[src/rtl/core/srsw_pkg.sv]
`timescale 1ns / 1ps
`default_nettype none
// ----------------------------------------------------------------------------
// srsw_pkg
// Shared types and constants of the selective-repeat sender window unit.
// ----------------------------------------------------------------------------
package srsw_pkg;

  localparam int SEQ_SPACE_DEF = 16;

  localparam int FUNC_W     = 2;
  localparam int SEQ_FW     = 4;
  localparam int ACTION_W   = 3;
  localparam int WIN_W      = 4;
  localparam int RF_W       = 6;
  localparam int RETRY_W    = 10;
  localparam int CFG_IDX_W  = 1;
  localparam int CFG_DATA_W = 6;

  localparam logic [WIN_W-1:0]   WIN_RST   = 4'd1;
  localparam logic [RF_W-1:0]    RF_RST    = 6'd20;
  localparam logic [RETRY_W-1:0] RETRY_MAX = 10'd1023;
  localparam logic [RETRY_W-1:0] RETRY_ONE = 10'd1;

  typedef enum logic [CFG_IDX_W-1:0] {
    REG_WINDOW = 1'b0,
    REG_RETRY  = 1'b1
  } cfg_reg_t;

  typedef enum logic [FUNC_W-1:0] {
    FUNC_SEND    = 2'd0,
    FUNC_ACK     = 2'd1,
    FUNC_TIMEOUT = 2'd2,
    FUNC_NONE    = 2'd3
  } func_t;

  typedef enum logic [ACTION_W-1:0] {
    ACT_SENT    = 3'd0,
    ACT_REFUSED = 3'd1,
    ACT_ACK_OK  = 3'd2,
    ACT_IGNORED = 3'd3,
    ACT_RETX    = 3'd4,
    ACT_ABORT   = 3'd5
  } action_t;

  typedef enum logic [5:0] {
    ST_IDLE   = 6'b000001,
    ST_DNEXT  = 6'b000010,
    ST_DSN    = 6'b000100,
    ST_DECIDE = 6'b001000,
    ST_SLIDE  = 6'b010000,
    ST_DONE   = 6'b100000
  } state_t;

  typedef enum logic {
    OP_SUB = 1'b0,
    OP_INC = 1'b1
  } op_t;

  typedef struct packed {
    action_t            action;
    logic [SEQ_FW-1:0]  seq_out;
    logic               timer_start;
    logic               timer_stop;
    logic [SEQ_FW-1:0]  window_base;
    logic               all_acked;
  } result_t;

endpackage
`default_nettype wire

[src/rtl/core/selective_repeat_sender_window_unit.sv]
`timescale 1ns / 1ps
`default_nettype none
// ----------------------------------------------------------------------------
// selective_repeat_sender_window_unit
// Sequence-number bookkeeping of a selective-repeat ARQ sender.
// ----------------------------------------------------------------------------
// Sequence: an accepted transaction steps through DNEXT, DSN and DECIDE to DONE;
//   an accepted acknowledgement passes through SLIDE, one base step per slide.
// Issue: no new transaction is taken until the result leaves DONE, as the
//   sequencer steps the shared modulo unit through one transaction at a time.
// Reset: synchronous rst_n clears the window, marks, retry count and abort;
//   window_size returns to 1 and retry_factor to 20.
module selective_repeat_sender_window_unit
  import srsw_pkg::*;
#(
  parameter int SEQ_SPACE = SEQ_SPACE_DEF
) (
  input  logic                  clk,
  input  logic                  rst_n,
  input  logic                  in_valid,
  output logic                  in_stall,
  input  logic [FUNC_W-1:0]     in_func,
  input  logic [SEQ_FW-1:0]     in_seq_num,
  input  logic                  in_check_ok,
  output logic                  out_valid,
  input  logic                  out_stall,
  output logic [ACTION_W-1:0]   out_action,
  output logic [SEQ_FW-1:0]     out_seq_out,
  output logic                  out_timer_start,
  output logic                  out_timer_stop,
  output logic [SEQ_FW-1:0]     out_window_base,
  output logic                  out_all_acked,
  input  logic                  cfg_valid,
  output logic                  cfg_ready,
  input  logic [CFG_IDX_W-1:0]  cfg_index,
  input  logic [CFG_DATA_W-1:0] cfg_wdata
);

  logic [WIN_W-1:0] window_r;
  logic [RF_W-1:0]  factor_r;
  logic             item_ready;
  logic             res_valid;
  logic             res_take;
  result_t          res;
  result_t          out_r;
  logic             out_valid_r, out_valid_nxt;

  assign cfg_ready = 1'b1;

  always_ff @(posedge clk) begin
    if (!rst_n) begin
      window_r <= WIN_RST;
      factor_r <= RF_RST;
    end else if (cfg_valid && cfg_ready) begin
      case (cfg_reg_t'(cfg_index))
        REG_WINDOW: window_r <= cfg_wdata[WIN_W-1:0];
        REG_RETRY:  factor_r <= cfg_wdata[RF_W-1:0];
        default:    window_r <= window_r;
      endcase
    end
  end

  srsw_ctrl #(
    .SEQ_SPACE (SEQ_SPACE)
  ) u_ctrl (
    .clk           (clk),
    .rst_n         (rst_n),
    .item_valid    (in_valid),
    .item_ready    (item_ready),
    .item_func     (in_func),
    .item_seq_num  (in_seq_num),
    .item_check_ok (in_check_ok),
    .window_size   (window_r),
    .retry_factor  (factor_r),
    .res_valid     (res_valid),
    .res_take      (res_take),
    .res           (res)
  );

  assign in_stall = !item_ready;
  assign res_take = res_valid && (!out_valid_r || !out_stall);

  always_comb begin
    out_valid_nxt = out_valid_r;
    if (res_take) begin
      out_valid_nxt = 1'b1;
    end else if (!out_stall) begin
      out_valid_nxt = 1'b0;
    end
  end

  always_ff @(posedge clk) begin
    if (!rst_n) begin
      out_valid_r <= 1'b0;
    end else begin
      out_valid_r <= out_valid_nxt;
    end
  end

  always_ff @(posedge clk) begin
    if (res_take) begin
      out_r <= res;
    end
  end

  assign out_valid       = out_valid_r;
  assign out_action      = out_r.action;
  assign out_seq_out     = out_r.seq_out;
  assign out_timer_start = out_r.timer_start;
  assign out_timer_stop  = out_r.timer_stop;
  assign out_window_base = out_r.window_base;
  assign out_all_acked   = out_r.all_acked;

endmodule
`default_nettype wire

[src/rtl/core/srsw_modu.sv]
`timescale 1ns / 1ps
`default_nettype none
// ----------------------------------------------------------------------------
// srsw_modu
// Shared modulo-sequence-space unit: distance (a - b) mod space, or (a + 1) mod space.
// ----------------------------------------------------------------------------
module srsw_modu
  import srsw_pkg::*;
#(
  parameter int SEQ_SPACE = SEQ_SPACE_DEF,
  parameter int SEQ_W     = $clog2(SEQ_SPACE)
) (
  input  op_t              op,
  input  logic [SEQ_W-1:0] a,
  input  logic [SEQ_W-1:0] b,
  output logic [SEQ_W-1:0] y
);

  logic [SEQ_W:0] diff;

  always_comb begin
    diff = {1'b0, a} - {1'b0, b};
    if (a < b) begin
      diff = diff + (SEQ_W + 1)'(SEQ_SPACE);
    end
    case (op)
      OP_SUB: y = diff[SEQ_W-1:0];
      OP_INC: y = (a == SEQ_W'(SEQ_SPACE - 1)) ? '0 : a + 1'b1;
      default: y = diff[SEQ_W-1:0];
    endcase
  end

endmodule
`default_nettype wire

[src/rtl/core/srsw_ctrl.sv]
`timescale 1ns / 1ps
`default_nettype none
// ----------------------------------------------------------------------------
// srsw_ctrl
// Event sequencer: window state, acknowledgement marks, retry count and the
// base slide; its distances and sequence increments share one modulo unit.
// ----------------------------------------------------------------------------
module srsw_ctrl
  import srsw_pkg::*;
#(
  parameter int SEQ_SPACE = SEQ_SPACE_DEF
) (
  input  logic              clk,
  input  logic              rst_n,
  input  logic              item_valid,
  output logic              item_ready,
  input  logic [FUNC_W-1:0] item_func,
  input  logic [SEQ_FW-1:0] item_seq_num,
  input  logic              item_check_ok,
  input  logic [WIN_W-1:0]  window_size,
  input  logic [RF_W-1:0]   retry_factor,
  output logic              res_valid,
  input  logic              res_take,
  output result_t           res
);

  localparam int SEQ_W = $clog2(SEQ_SPACE);
  localparam int CW    = (SEQ_W > WIN_W) ? SEQ_W : WIN_W;
  localparam int SNW   = (SEQ_W + 1 > SEQ_FW + 1) ? SEQ_W + 1 : SEQ_FW + 1;

  state_t               state_r, state_nxt;
  logic [SEQ_W-1:0]     base_r, base_nxt;
  logic [SEQ_W-1:0]     next_r, next_nxt;
  logic [SEQ_SPACE-1:0] marks_r, marks_nxt;
  logic [RETRY_W-1:0]   retry_r, retry_nxt;
  logic                 aborted_r, aborted_nxt;

  func_t                func_r;
  logic [SEQ_FW-1:0]    sn_r;
  logic [SEQ_W-1:0]     sn_idx_r;
  logic                 sn_in_r;
  logic                 chk_r;
  logic [SEQ_W-1:0]     dnext_r;
  logic [SEQ_W-1:0]     dsn_r;
  logic [RETRY_W-1:0]   thr_r;
  action_t              action_r, action_nxt;
  logic [SEQ_FW-1:0]    seqo_r, seqo_nxt;
  logic                 tstart_r, tstart_nxt;
  logic                 tstop_r, tstop_nxt;

  op_t                  alu_op;
  logic [SEQ_W-1:0]     alu_a;
  logic [SEQ_W-1:0]     alu_b;
  logic [SEQ_W-1:0]     alu_y;

  logic [CW-1:0]        eff_win;
  logic [RETRY_W-1:0]   retry_inc;
  logic                 accept;

  srsw_modu #(
    .SEQ_SPACE (SEQ_SPACE),
    .SEQ_W     (SEQ_W)
  ) u_modu (
    .op (alu_op),
    .a  (alu_a),
    .b  (alu_b),
    .y  (alu_y)
  );

  assign item_ready = (state_r == ST_IDLE);
  assign accept     = item_valid && item_ready;
  assign res_valid  = (state_r == ST_DONE);

  assign res.action      = action_r;
  assign res.seq_out     = seqo_r;
  assign res.timer_start = tstart_r;
  assign res.timer_stop  = tstop_r;
  assign res.window_base = SEQ_FW'(base_r);
  assign res.all_acked   = (base_r == next_r);

  always_comb begin
    case (state_r)
      ST_DNEXT: begin
        alu_op = OP_SUB;
        alu_a  = next_r;
        alu_b  = base_r;
      end
      ST_DSN: begin
        alu_op = OP_SUB;
        alu_a  = sn_idx_r;
        alu_b  = base_r;
      end
      ST_DECIDE: begin
        alu_op = OP_INC;
        alu_a  = next_r;
        alu_b  = base_r;
      end
      ST_SLIDE: begin
        alu_op = OP_INC;
        alu_a  = base_r;
        alu_b  = next_r;
      end
      default: begin
        alu_op = OP_SUB;
        alu_a  = next_r;
        alu_b  = base_r;
      end
    endcase
  end

  always_comb begin
    eff_win = CW'(window_size);
    if (CW'(window_size) > CW'(SEQ_SPACE - 1)) begin
      eff_win = CW'(SEQ_SPACE - 1);
    end
    retry_inc = (retry_r < RETRY_MAX) ? retry_r + 1'b1 : retry_r;
  end

  always_comb begin
    state_nxt   = state_r;
    base_nxt    = base_r;
    next_nxt    = next_r;
    marks_nxt   = marks_r;
    retry_nxt   = retry_r;
    aborted_nxt = aborted_r;
    action_nxt  = action_r;
    seqo_nxt    = seqo_r;
    tstart_nxt  = tstart_r;
    tstop_nxt   = tstop_r;
    case (state_r)
      ST_IDLE: begin
        if (item_valid) begin
          state_nxt = ST_DNEXT;
        end
      end
      ST_DNEXT: state_nxt = ST_DSN;
      ST_DSN:   state_nxt = ST_DECIDE;
      ST_DECIDE: begin
        action_nxt = ACT_IGNORED;
        seqo_nxt   = sn_r;
        tstart_nxt = 1'b0;
        tstop_nxt  = 1'b0;
        state_nxt  = ST_DONE;
        if (aborted_r) begin
          action_nxt = ACT_ABORT;
          seqo_nxt   = '0;
        end else begin
          case (func_r)
            FUNC_SEND: begin
              seqo_nxt = SEQ_FW'(next_r);
              if (CW'(dnext_r) < eff_win) begin
                action_nxt = ACT_SENT;
                tstart_nxt = 1'b1;
                retry_nxt  = RETRY_ONE;
                next_nxt   = alu_y;
              end else begin
                action_nxt = ACT_REFUSED;
              end
            end
            FUNC_ACK: begin
              if (chk_r && sn_in_r && (dsn_r < dnext_r)) begin
                action_nxt          = ACT_ACK_OK;
                tstop_nxt           = 1'b1;
                marks_nxt[sn_idx_r] = 1'b1;
                state_nxt           = ST_SLIDE;
              end
            end
            FUNC_TIMEOUT: begin
              retry_nxt = retry_inc;
              if (retry_inc > thr_r) begin
                aborted_nxt = 1'b1;
                action_nxt  = ACT_ABORT;
              end else begin
                action_nxt = ACT_RETX;
                tstart_nxt = 1'b1;
              end
            end
            default: action_nxt = ACT_IGNORED;
          endcase
        end
      end
      ST_SLIDE: begin
        if ((base_r != next_r) && marks_r[base_r]) begin
          marks_nxt[base_r] = 1'b0;
          base_nxt          = alu_y;
        end else begin
          state_nxt = ST_DONE;
        end
      end
      ST_DONE: begin
        if (res_take) begin
          state_nxt = ST_IDLE;
        end
      end
      default: state_nxt = ST_IDLE;
    endcase
  end

  always_ff @(posedge clk) begin
    if (!rst_n) begin
      state_r   <= ST_IDLE;
      base_r    <= '0;
      next_r    <= '0;
      marks_r   <= '0;
      retry_r   <= '0;
      aborted_r <= 1'b0;
    end else begin
      state_r   <= state_nxt;
      base_r    <= base_nxt;
      next_r    <= next_nxt;
      marks_r   <= marks_nxt;
      retry_r   <= retry_nxt;
      aborted_r <= aborted_nxt;
    end
  end

  always_ff @(posedge clk) begin
    if (accept) begin
      func_r   <= func_t'(item_func);
      sn_r     <= item_seq_num;
      sn_idx_r <= SEQ_W'(item_seq_num);
      sn_in_r  <= (SNW'(item_seq_num) < SNW'(SEQ_SPACE));
      chk_r    <= item_check_ok;
    end
    if (state_r == ST_DNEXT) begin
      dnext_r <= alu_y;
    end
    if (state_r == ST_DSN) begin
      dsn_r <= alu_y;
    end
    thr_r    <= RETRY_W'(window_size) * RETRY_W'(retry_factor);
    action_r <= action_nxt;
    seqo_r   <= seqo_nxt;
    tstart_r <= tstart_nxt;
    tstop_r  <= tstop_nxt;
  end

endmodule
`default_nettype wire

[config.mk]
export PLATFORM = sky130hd
export DESIGN_NAME = selective_repeat_sender_window_unit
export DESIGN_NICKNAME = d
export VERILOG_FILES = /design/src/rtl/core/srsw_pkg.sv /design/src/rtl/core/selective_repeat_sender_window_unit.sv /design/src/rtl/core/srsw_modu.sv /design/src/rtl/core/srsw_ctrl.sv
export SDC_FILE = /design/constraint.sdc
export NUM_CORES = 1
export LEC_CHECK = 0
export BUFFER_PORTS_ARGS = -buffer_cell sky130_fd_sc_hd__buf_2
export CORE_MARGIN = 3
export CORE_UTILIZATION = 36
export CTS_BUF_LIST = sky130_fd_sc_hd__clkbuf_4
export DETAILED_ROUTE_END_ITERATION = 10
export HOLD_SLACK_MARGIN = 0.08
export PLACE_DENSITY_LB_ADDON = 0.25
export SLEW_MARGIN = 0
export SYNTH_ARGS = -nofsm -noshare
export SYNTH_HDL_FRONTEND = slang
export SYNTH_SLANG_ARGS = --single-unit
[constraint.sdc]
create_clock -name clk -period 6.9 [get_ports clk]
set_input_delay 1.38 -clock clk [delete_from_list [all_inputs] [get_ports clk]]
set_output_delay 1.38 -clock clk [all_outputs]
set_load 0.01 [all_outputs]
* Word level (Yosys, flattened, before mapping) *
Cells that the tools add are included.

operators by class
  bitwise operators = 7
  divide/modulo/power cells = 0
  reductions and logical operators = 22
  magnitude comparators = 10
  shifts and indexed selects = 0
  multiplexer cells = 42
  equal/unequal tests = 20
  multiply operators = 1
  add/subtract/negate cells = 4

operators by type and width
  kind                     number
  $mux W16                 4
  $mux W6                  6
  $pmux W6 S6              1
  $pmux W16 S2             1
  $mux W10                 2
  $mux W4                  5
  $pmux W10 S2             1
  $and A16 B16 Y16         1
  $not A16 Y16             1
  $or A16 B16 Y16          1
  $pmux W4 S2              2
  $mux W1                  15
  $lt A4 B4 Y1             3
  $add A10 B1 Y10 const B  1
  $gt A10 B10 Y1           1
  $lt A10 B10 Y1 const B   1
  $lt A4 B5 Y1 const B     2
  $mul A4 B6 Y10           1
  $ne A2 B1 Y1 const B     5
  $pmux W3 S3              1
  $add A4 B1 Y4 const B    2
  $demux W1 S4             2
  $ge A4 B1 Y1 const B     2
  $ne A2 B2 Y1 const B     4
  26 further kinds         41

storage, ports and cells
  bits in latches = 0
  RAM bits = 0
  bits of input ports = 19
  register bits after elaboration = 100
  ROM bits = 0
  memories = 0
  output and inout port bits = 17

* Logic depth before layout (Yosys ltp) *
Gate-level depths: netlist (run 1).

  word-level depth = 9
  depth in mapped cells = 13
  depth with buffers taken out = 13

* Modules after synthesis *
Synthesis (run 1) repeated with hierarchy kept, for this count alone.

unflattened totals
  cells, all modules = 572
  area total of the unflattened synthesis = 5661.7 µm²

by module, submodules not included
  module                               area each (µm²)  times used  cells an instance  seq. area each (µm²)
  srsw_ctrl                            4571.9           1           479                1741.7
  selective_repeat_sender_window_unit  875.8            1           65                 640.6
  srsw_modu                            214.0            1           28                 0.0

* Least setup slack after synthesis (run 1) *
No wires, ideal clock.

  path type = reg2reg
  from = register u_ctrl.state_r[2]
  to = register u_ctrl.dnext_r[3], data pin
  data arrival time = 2679 ps
  required time = 6625 ps
  setup slack = 3946 ps
  stages on the path, launching flop included = 13
  cells stage by stage = dfxtp_1 > nor4_1 > and3b_1 > buf_6 > a222oi_1 > inv_1 > ha_1 > a21oi_1 > a21boi_0 > o211ai_1 > o41ai_1 > mux2i_1 > nor2_1

between the ends
  word-level cells in the longest chain between the ends = 6
  elaborated cells between the ends (all ways) = 16
  those cells by class = add/sub: 3; order compare: 1; eq/ne: 4; mux: 6; bitwise: 1; reduce/logical: 1

ends and longest elaborated chain
  element                                       line              text
  from (decl)                                   srsw_ctrl.sv:31   state_t state_r, state_nxt;
  from (signal assigned)                        srsw_ctrl.sv:208  state_r <= state_nxt;
  $eq A6 B5 Y1 or $eq A6 B3 Y1 (tied branches)  srsw_ctrl.sv:82   case (state_r)
  $pmux W4 S2 or $mux W4 (tied branches)        srsw_ctrl.sv:82
  $sub A4 B4 Y4                                 srsw_modu.sv:22   diff = {1'b0, a} - {1'b0, b};
  $add A4 B1 Y4                                 srsw_modu.sv:24   diff = diff + (SEQ_W + 1)'(SEQ_SPACE);
  $mux W4                                       srsw_modu.sv:23   if (a < b) begin
  $pmux W4 S2 *                                 srsw_modu.sv:26   case (op)
  net u_ctrl.alu_y[3]                           srsw_ctrl.sv:54   logic [SEQ_W-1:0] alu_y;
  to (signal assigned)                          srsw_ctrl.sv:226  dnext_r <= alu_y;
  to (decl)                                     srsw_ctrl.sv:43   logic [SEQ_W-1:0] dnext_r;

Mark *: on every way through the listed nets, which the timed path passes. The rest lies on a longest branch.
A chain may end at the register's enable or synchronous reset.

* Worst setup path in the final report (run 1) *
  from = register u_ctrl.state_r[0]
  to = register u_ctrl.dsn_r[3], data pin

between the ends
  word-level cells in the longest chain between the ends = 6
  elaborated cells between the ends (all ways) = 16
  those cells by class = add/sub: 3; order compare: 1; eq/ne: 4; mux: 6; bitwise: 1; reduce/logical: 1

ends and longest elaborated chain
  element                                       line              text
  $eq A6 B5 Y1 or $eq A6 B3 Y1 (tied branches)  srsw_ctrl.sv:82
  $pmux W4 S2 or $mux W4 (tied branches)        srsw_ctrl.sv:82
  $sub A4 B4 Y4                                 srsw_modu.sv:22
  $add A4 B1 Y4                                 srsw_modu.sv:24
  $mux W4                                       srsw_modu.sv:23
  $pmux W4 S2 *                                 srsw_modu.sv:26
  net u_ctrl.alu_y[3]                           srsw_ctrl.sv:54
  to (signal assigned)                          srsw_ctrl.sv:229  dsn_r <= alu_y;
  to (decl)                                     srsw_ctrl.sv:44   logic [SEQ_W-1:0] dsn_r;

Marked as above.

==> results.md, run 1 <==
- Status: complete, no violations
- Post-Synthesis Cells: 539
- Prevailing post-synth register cell: dfxtp_1
- Num ports: 36
- Area Overhead vs Synth: 7.69%
- Fin crit share: 49.2%
- Pin slew with the least headroom to its limit: 0.939 ns
- Crit path max fanout: 11
- Placed inst area: 0.00565 mm2
- # hold bufs at CTS: 0
- Cell Rows: 44
- HP Class: flip-flop to flip-flop
- Htree depth: 3
- Pwr Density: 200 mW/mm2
- TNS Setup: 0 ns
- First-pass DRT Iterations: 7
- R2R Setup Slk: 3.51 ns
- Post-CTS Setup Repair Bufs: 0
- EDFF count, synth: 38
- VDD IR-drop max: 0.144 mV
- Via density: 5.40
- Die Y: 128 um
- CP startpoint kind: flip-flop
- Width of the chip: 128 um
- R2R cell count: 11
- GR Util All Layers: 15.3%
- Dpl hpwl: 8870 um
- Clock Root Buffer: clkbuf_4
- FF+latch count, synth: 100
- Syn nets: 602
- Slew Limit Fails: 0
- Die Area: 0.0164 mm2
- Post-Syn Area: 0.00537 mm2
- Total Power: 1.16 mW
- Yosys Warn Count: 0
- GRT overflow: 0
- CTS clk-pin slew, worst paths: 0.17 ns
- Gpl congestion: 0.908
- Largest net degree at the start of global routing: 36
- Final core occ: 39.6%
- Leakage: 2.36 nW
- Ratio of cells with drive above 1 in the final layout: 11.6%
- Finished Cell Area: 0.00578 mm2
- RSZ-0062 raised after global routing: false
- Via count: 4,066
- Clock Skew: 0.0243 ns
- Vias in the first global route: 3,944
- Fillcell total: 1,400
- Netlist cell types: 62
- Initial core utilization: 36.8%
- Reg2reg end: u_ctrl.dsn_r[3]
- Hold wc startpoint: u_ctrl.seqo_r[0]
- Worst hold margin: 0.439 ns
- Initial DRC Count: 264
- Area occupied by multi-input gates: 0.00270 mm2
- CTS buffer count: 9
- Clock sinks: 100
- Area of all sequential standard cells: 0.00238 mm2
- Drt drc: 0
- Later-pin clock latency in the skew report: 0.49 ns
- Max Fclk: 295 MHz
- Clock Path Buffers: 2
- Async SR Flop Fraction: 0%
- # setup viols final: 0
- Minimum clock period: 3.39 ns
- Slew HR: 37.4%
- Fraction of the yosys area taken by sequential cells: 44.4%
- Final Hold Fails: 0
- Syn Area/Cell: 9.97 um2
- Critical path required time: 7.13 ns
- Avg WL per Cell: 16.0 um
- Worst Path Arrival: 3.63 ns
- Crit Path Class: flip-flop to flip-flop
- Nets: 626
- Worst R2R Start: u_ctrl.state_r[0]
- First-pass GRT wire length: 19,800 um
- Worst Hold Endpoint: out_seq_out[0]
- Initial antenna violation count: 1
- ANT nets after route: 0
- Cts repair resizes: 0
- Floorplan Core Area: 0.0146 mm2
- WL final: 12,100 um
- CTS tree: done
- Hold Path Depth: 0
- CP endpoint kind: flip-flop
- I/O Buffers: 34
- Max-cap violations: 0
per-layer routing:
layer  global-route usage (%)  vias to the layer above  wire, um
met4                     7.49                        0       315
met1                     20.5                     1916      5640
met5                        0                        -         0
li1                         -                     2006         -
met3                     3.00                       27       745
met2                     23.6                      117      5370
critical path, cell delays in order, from the launching register on:
cell and delay, ns:
dfxtp_1 0.45, nor4_1 0.12, and3b_1 0.31, a222oi_1 0.78, inv_1 0.11, ha_1 0.36
a21oi_1 0.17, a21boi_0 0.10, o211ai_1 0.23, o41ai_1 0.11, mux2i_1 0.29, nor2_1 0.11
worst max-delay path by stage:
stage	start	endpoint
floorplan	u_ctrl.state_r[2]	u_ctrl.dnext_r[3]
global placement	rst_n	u_ctrl.marks_r[3]
detailed placement	u_ctrl.state_r[0]	u_ctrl.dsn_r[3]
CTS	u_ctrl.state_r[0]	u_ctrl.dsn_r[3]
global route	u_ctrl.state_r[0]	u_ctrl.dnext_r[3]
finish	u_ctrl.state_r[0]	u_ctrl.dsn_r[3]
final cells by class:
class | instances | share of cell area (%)
repair buffers | 35 | 3.07
diodes | 1 | 0.0433
multi-input cells | 373 | 46.6
inverters | 44 | 2.86
flip-flops and latches | 100 | 41.2
clock inverters | 7 | 1.10
well taps | 184 | 3.98
clock buffers | 9 | 1.17
cells in the mapped netlist (9+ instances only):
library cell | number | area share, %
edfxtp_1 | 38 | 21
dfxtp_1 | 62 | 23
nor2_1 | 29 | 2.0
o311ai_0 | 15 | 2.4
and2_1 | 13 | 1.5
nand2_1 | 53 | 3.7
o21ai_0 | 23 | 2.1
a21oi_1 | 37 | 3.4
xnor2_1 | 10 | 1.6
mux2i_1 | 9 | 1.7
inv_1 | 44 | 3.1
nand3_1 | 19 | 1.8
fa_1 | 9 | 3.4
clkbuf_1 | 13 | 0.91
ha_1 | 35 | 8.2
registers in the layout, summed over array words and instances, names as in the netlist, 4 cells and up:
signal           cells
u_ctrl.dnext_r       4
u_ctrl.retry_r      10
u_ctrl.next_r        4
factor_r             6
u_ctrl.thr_r        10
u_ctrl.state_r       6
window_r             4
u_ctrl.seqo_r        4
u_ctrl.sn_r          4
u_ctrl.base_r        4
u_ctrl.marks_r      16
u_ctrl.dsn_r         4
out_window_base      4
out_seq_out          4
report_power, final:
group | leakage (nW) | switching, mW | internal, mW
combinational | 1.44 | 0.104 | 0.0636
clock | 0.0674 | 0.217 | 0.0828
sequential | 0.846 | 0.0381 | 0.653
per-stage QoR:
stage                     setup slack [ns]  instances
final                                 3.51        753
after global routing                  3.19        753
after CTS                             3.54        752
after detailed placement              3.59        736
after global placement                3.66        736
after floorplan                       3.95        539
cells by family (layout without fill, tap and decap cells):
family | after synthesis | count (layout) | share of synthesized area [%]
adder cells (fa/ha/maj) | 44 | 44 | 11.5
XOR/XNOR | 18 | 18 | 2.93
flip-flops | 100 | 100 | 44.4
multiplexers | 15 | 15 | 3.56
other | 1 | 2 | 0.0698
AO/OA/AOI/OAI | 124 | 124 | 15.9
buffers and inverters | 66 | 95 | 5.47
AND/OR/NAND/NOR | 171 | 171 | 16.2
cells in the final DEF (no fill, tap or decap), types with 10 or more instances in the layout:
| cell type | netlist | layout |
|---|---|---|
| xnor2_1 | 10 | 10 |
| buf_2 | 3 | 34 |
| dfxtp_1 | 62 | 62 |
| and2_1 | 13 | 13 |
| edfxtp_1 | 38 | 38 |
| nand3_1 | 19 | 19 |
| inv_1 | 44 | 44 |
| ha_1 | 35 | 35 |
| nand2_1 | 53 | 53 |
| a21oi_1 | 37 | 37 |
| o311ai_0 | 15 | 15 |
| o21ai_0 | 23 | 23 |
| nor2_1 | 29 | 29 |
Power figures use the tool's default switching activity.
==> run 2: changes to the inputs <==
==> constraint.sdc (replaced) <==
create_clock -name clk -period 3.25 [get_ports clk]
set_input_delay 0.65 -clock clk [delete_from_list [all_inputs] [get_ports clk]]
set_output_delay 0.65 -clock clk [all_outputs]
set_load 0.01 [all_outputs]
==> results.md, run 2 (synthesis results as in run 1) <==
- Reg2reg end: u_ctrl.base_r[3] (was u_ctrl.dsn_r[3])
- Sw Pwr: 0.695 mW (was 0.359 mW)
- R2R cell count: 11 (unchanged)
- Area of all sequential standard cells: 0.00238 mm2 (unchanged)
- Placed inst area: 0.00577 mm2 (was 0.00565 mm2)
- Leakage: 2.48 nW (was 2.36 nW)
- Crit-path max cell delay: 0.49 ns (was 0.78 ns)
- Clock Power Share: 28.0% (was 25.9%)
- CP endpoint kind: flip-flop (unchanged)
- RSZ-0062 raised after global routing: false (unchanged)
- Reg with most FFs: u_ctrl.marks_r (unchanged)
- Minimum clock period: 3.11 ns (was 3.39 ns)
- Largest net degree at the start of global routing: 35 (was 36)
- Final Hold Fails: 0 (unchanged)
- Gpl congestion: 0.919 (was 0.908)
- Later-pin clock latency in the skew report: 0.47 ns (was 0.49 ns)
- Cell Rows: 44 (unchanged)
- Setup WS pre-CTS: 0.0730 ns (was 3.59 ns)
- Sw frac: 27.4% (was 31.0%)
- First-pass DRT Iterations: 5 (was 7)
- Flop pwr share: 57.3% (was 59.7%)
- First-pass GRT wire length: 20,600 um (was 19,800 um)
- R2R Setup Slk: 0.14 ns (was 3.51 ns)
- Area occupied by multi-input gates: 0.00270 mm2 (about the same)
- Status: complete, no violations (unchanged)
- Non-filler cells, final: 774 (was 753)
- Htree depth: 3 (unchanged)
- Worst Path Arrival: 3.49 ns (was 3.63 ns)
- Fillcell total: 1,426 (was 1,400)
- Via count: 4,143 (was 4,066)
- Clock Skew: 0.0194 ns (was 0.0243 ns)
- I/O Buffers: 34 (unchanged)
- TNS Setup: 0 ns (unchanged)
- Nets: 647 (was 626)
- Width of the chip: 128 um (unchanged)
- Initial core utilization: 36.8% (unchanged)
- # setup viols final: 0 (unchanged)
- Dpl hpwl: 8940 um (was 8870 um)
- Buf/Inv on CP: 1 (unchanged)
- CP max stage cell: nor4_1 (was a222oi_1)
- ANT nets after route: 0 (unchanged)
- Max-cap violations: 0 (unchanged)
- Worst Hold Endpoint: u_ctrl.sn_r[2] (was out_seq_out[0])
- Worst R2R Start: u_ctrl.state_r[0] (unchanged)
- Vias in the first global route: 4,075 (was 3,944)
- Critical path required time: 3.63 ns (was 7.13 ns)
- Crit-path cells: nor4_1, and3b_2, a222oi_1, ha_1, nand3b_1, a21boi_0, o211ai_1, o41ai_1, mux2i_1, buf_4, o41ai_2 (was nor4_1, and3b_1, a222oi_1, inv_1, ha_1, a21oi_1, a21boi_0, o211ai_1, o41ai_1, mux2i_1, nor2_1)
- Slew Limit Fails: 0 (unchanged)
- Crit Path Class: flip-flop to flip-flop (unchanged)
- Crit path max fanout: 11 (unchanged)
- Area Overhead vs Synth: 11.2% (was 7.69%)
- Via density: 5.35 (was 5.40)
- Commonest non-fill, non-tap cells in the layout: dfxtp_1, nand2_1, inv_1 (unchanged)
- Logic pwr share: 14.7% (was 14.4%)
- Finished Cell Area: 0.00597 mm2 (was 0.00578 mm2)
- VDD IR-drop max: 0.277 mV (was 0.144 mV)
- Clock Path Buffers: 2 (unchanged)
- Drt drc: 0 (unchanged)
- Max Fclk: 321 MHz (was 295 MHz)
- Num ports: 36 (unchanged)
- Clock sinks: 100 (unchanged)
- Avg WL per Cell: 15.8 um (was 16.0 um)
- Initial antenna violation count: 1 (unchanged)
- Kind of cell adding the most delay to the critical path: simple AND/OR/NAND/NOR gates (was compound AO/OA/AOI/OAI gates)
- Ratio of cells with drive above 1 in the final layout: 14.9% (was 11.6%)
- Final setup margin: 0.136 ns (was 3.51 ns)
- Hold Path Depth: 1 (was 0)
- Die Area: 0.0164 mm2 (unchanged)
- Cells after DPL: 752 (was 736)
- CP startpoint kind: flip-flop (unchanged)
- Die Y: 128 um (unchanged)
- Commonest non-fill, non-tap cell in the layout: dfxtp_1 (unchanged)
- CTS clk-pin slew, worst paths: 0.15 ns (was 0.17 ns)
- # hold bufs at CTS: 0 (unchanged)
- GRT overflow: 0 (unchanged)
- Slew HR: 40.1% (was 37.4%)
- Clock Root Buffer: clkbuf_4 (unchanged)
- Total Power: 2.54 mW (was 1.16 mW)
- WL final: 12,300 um (was 12,100 um)
- Fin crit share: 95.8% (was 49.2%)
- Internal power: 1.84 mW (was 0.800 mW)
- Max reg flops: 16 (unchanged)
- HP Class: primary input to flip-flop (was flip-flop to flip-flop)
- Hold wc startpoint: in_seq_num[2] (was u_ctrl.seqo_r[0])
- Pwr Density: 425 mW/mm2 (was 200 mW/mm2)
- Largest regs: u_ctrl.marks_r x16, u_ctrl.retry_r x10, u_ctrl.thr_r x10 (unchanged)
- CTS buffer count: 9 (unchanged)
- Floorplan Core Area: 0.0146 mm2 (unchanged)
- CTS tree: done (unchanged)
- Initial DRC Count: 326 (was 264)
- GR Util All Layers: 15.6% (was 15.3%)
- Pin slew with the least headroom to its limit: 0.890 ns (was 0.939 ns)
-- run 2: changes by cell type in the layout (fill, tap and decap cells not counted) --
cell,change
clkbuf_4,+1
inv_8,-2
and3b_1,-1
o41ai_2,+1
clkinvlp_2,+2
inv_6,-3
and3b_2,+1
bufinv_16,+2
clkinv_2,+1
clkinv_1,+1
clkinvlp_4,-2
o41ai_1,-1
buf_4,+21
-- run 2: layout make-up --
cell class / count / share of cell area (%)
timing repair buffer: 56 / 5.61
tap: 184 / 3.85
clock inverter: 6 / 1.32
inverter: 44 / 2.76
sequential: 100 / 39.9
antenna: 1 / 0.0419
multi-input combinational: 373 / 45.3
clock buffer: 10 / 1.26
-- run 2: routing by layer --
metal | wire, um | vias to the layer above | global-route usage [%]
li1 | - | 2050 | -
met2 | 5500 | 130 | 23.8
met1 | 5890 | 1942 | 22.0
met3 | 612 | 21 | 2.67
met5 | 0 | - | 0
met4 | 251 | 0 | 6.24
-- run 2: power groups by stage --
| stage | Clock (mW) | Combinational [mW] | Sequential, mW |
|---|---|---|---|
| final | 0.711 | 0.372 | 1.45 |
| after global routing | 0.789 | 0.425 | 1.46 |
| after CTS | 0.741 | 0.373 | 1.45 |
| after detailed placement | 0 | 0.370 | 1.48 |
| after global placement | 0 | 0.364 | 1.48 |
| after floorplan | 0 | 0.256 | 1.46 |
-- run 2: stage by stage --
step	util [%]	hold slack (ns)
floorplan	-	0.400
global placement	39.6	0.405
detailed placement	39.6	0.405
CTS	40.6	0.307
global route	40.9	0.310
finish	40.9	0.347
-- run 2: repair_timing --
item,in CTS,in global routing
setup buffers,0,5
endpoints found under the hold margin,0,0
gates resized for setup,0,2
endpoints found under the setup margin,0,6
-- run 2: how the worst max path moves through the flow --
stage	startpoint	to	slack [ns]	cells past startpoint
finish	u_ctrl.state_r[0]	u_ctrl.base_r[3]	0.14	11
global route	u_ctrl.state_r[0]	u_ctrl.base_r[3]	0.03	11
CTS	u_ctrl.state_r[2]	u_ctrl.dnext_r[3]	0.02	11
detailed placement	u_ctrl.state_r[2]	u_ctrl.dnext_r[3]	0.07	11
global placement	u_ctrl.state_r[2]	u_ctrl.dsn_r[3]	0.22	11
floorplan	u_ctrl.state_r[2]	u_ctrl.dnext_r[3]	0.30	12
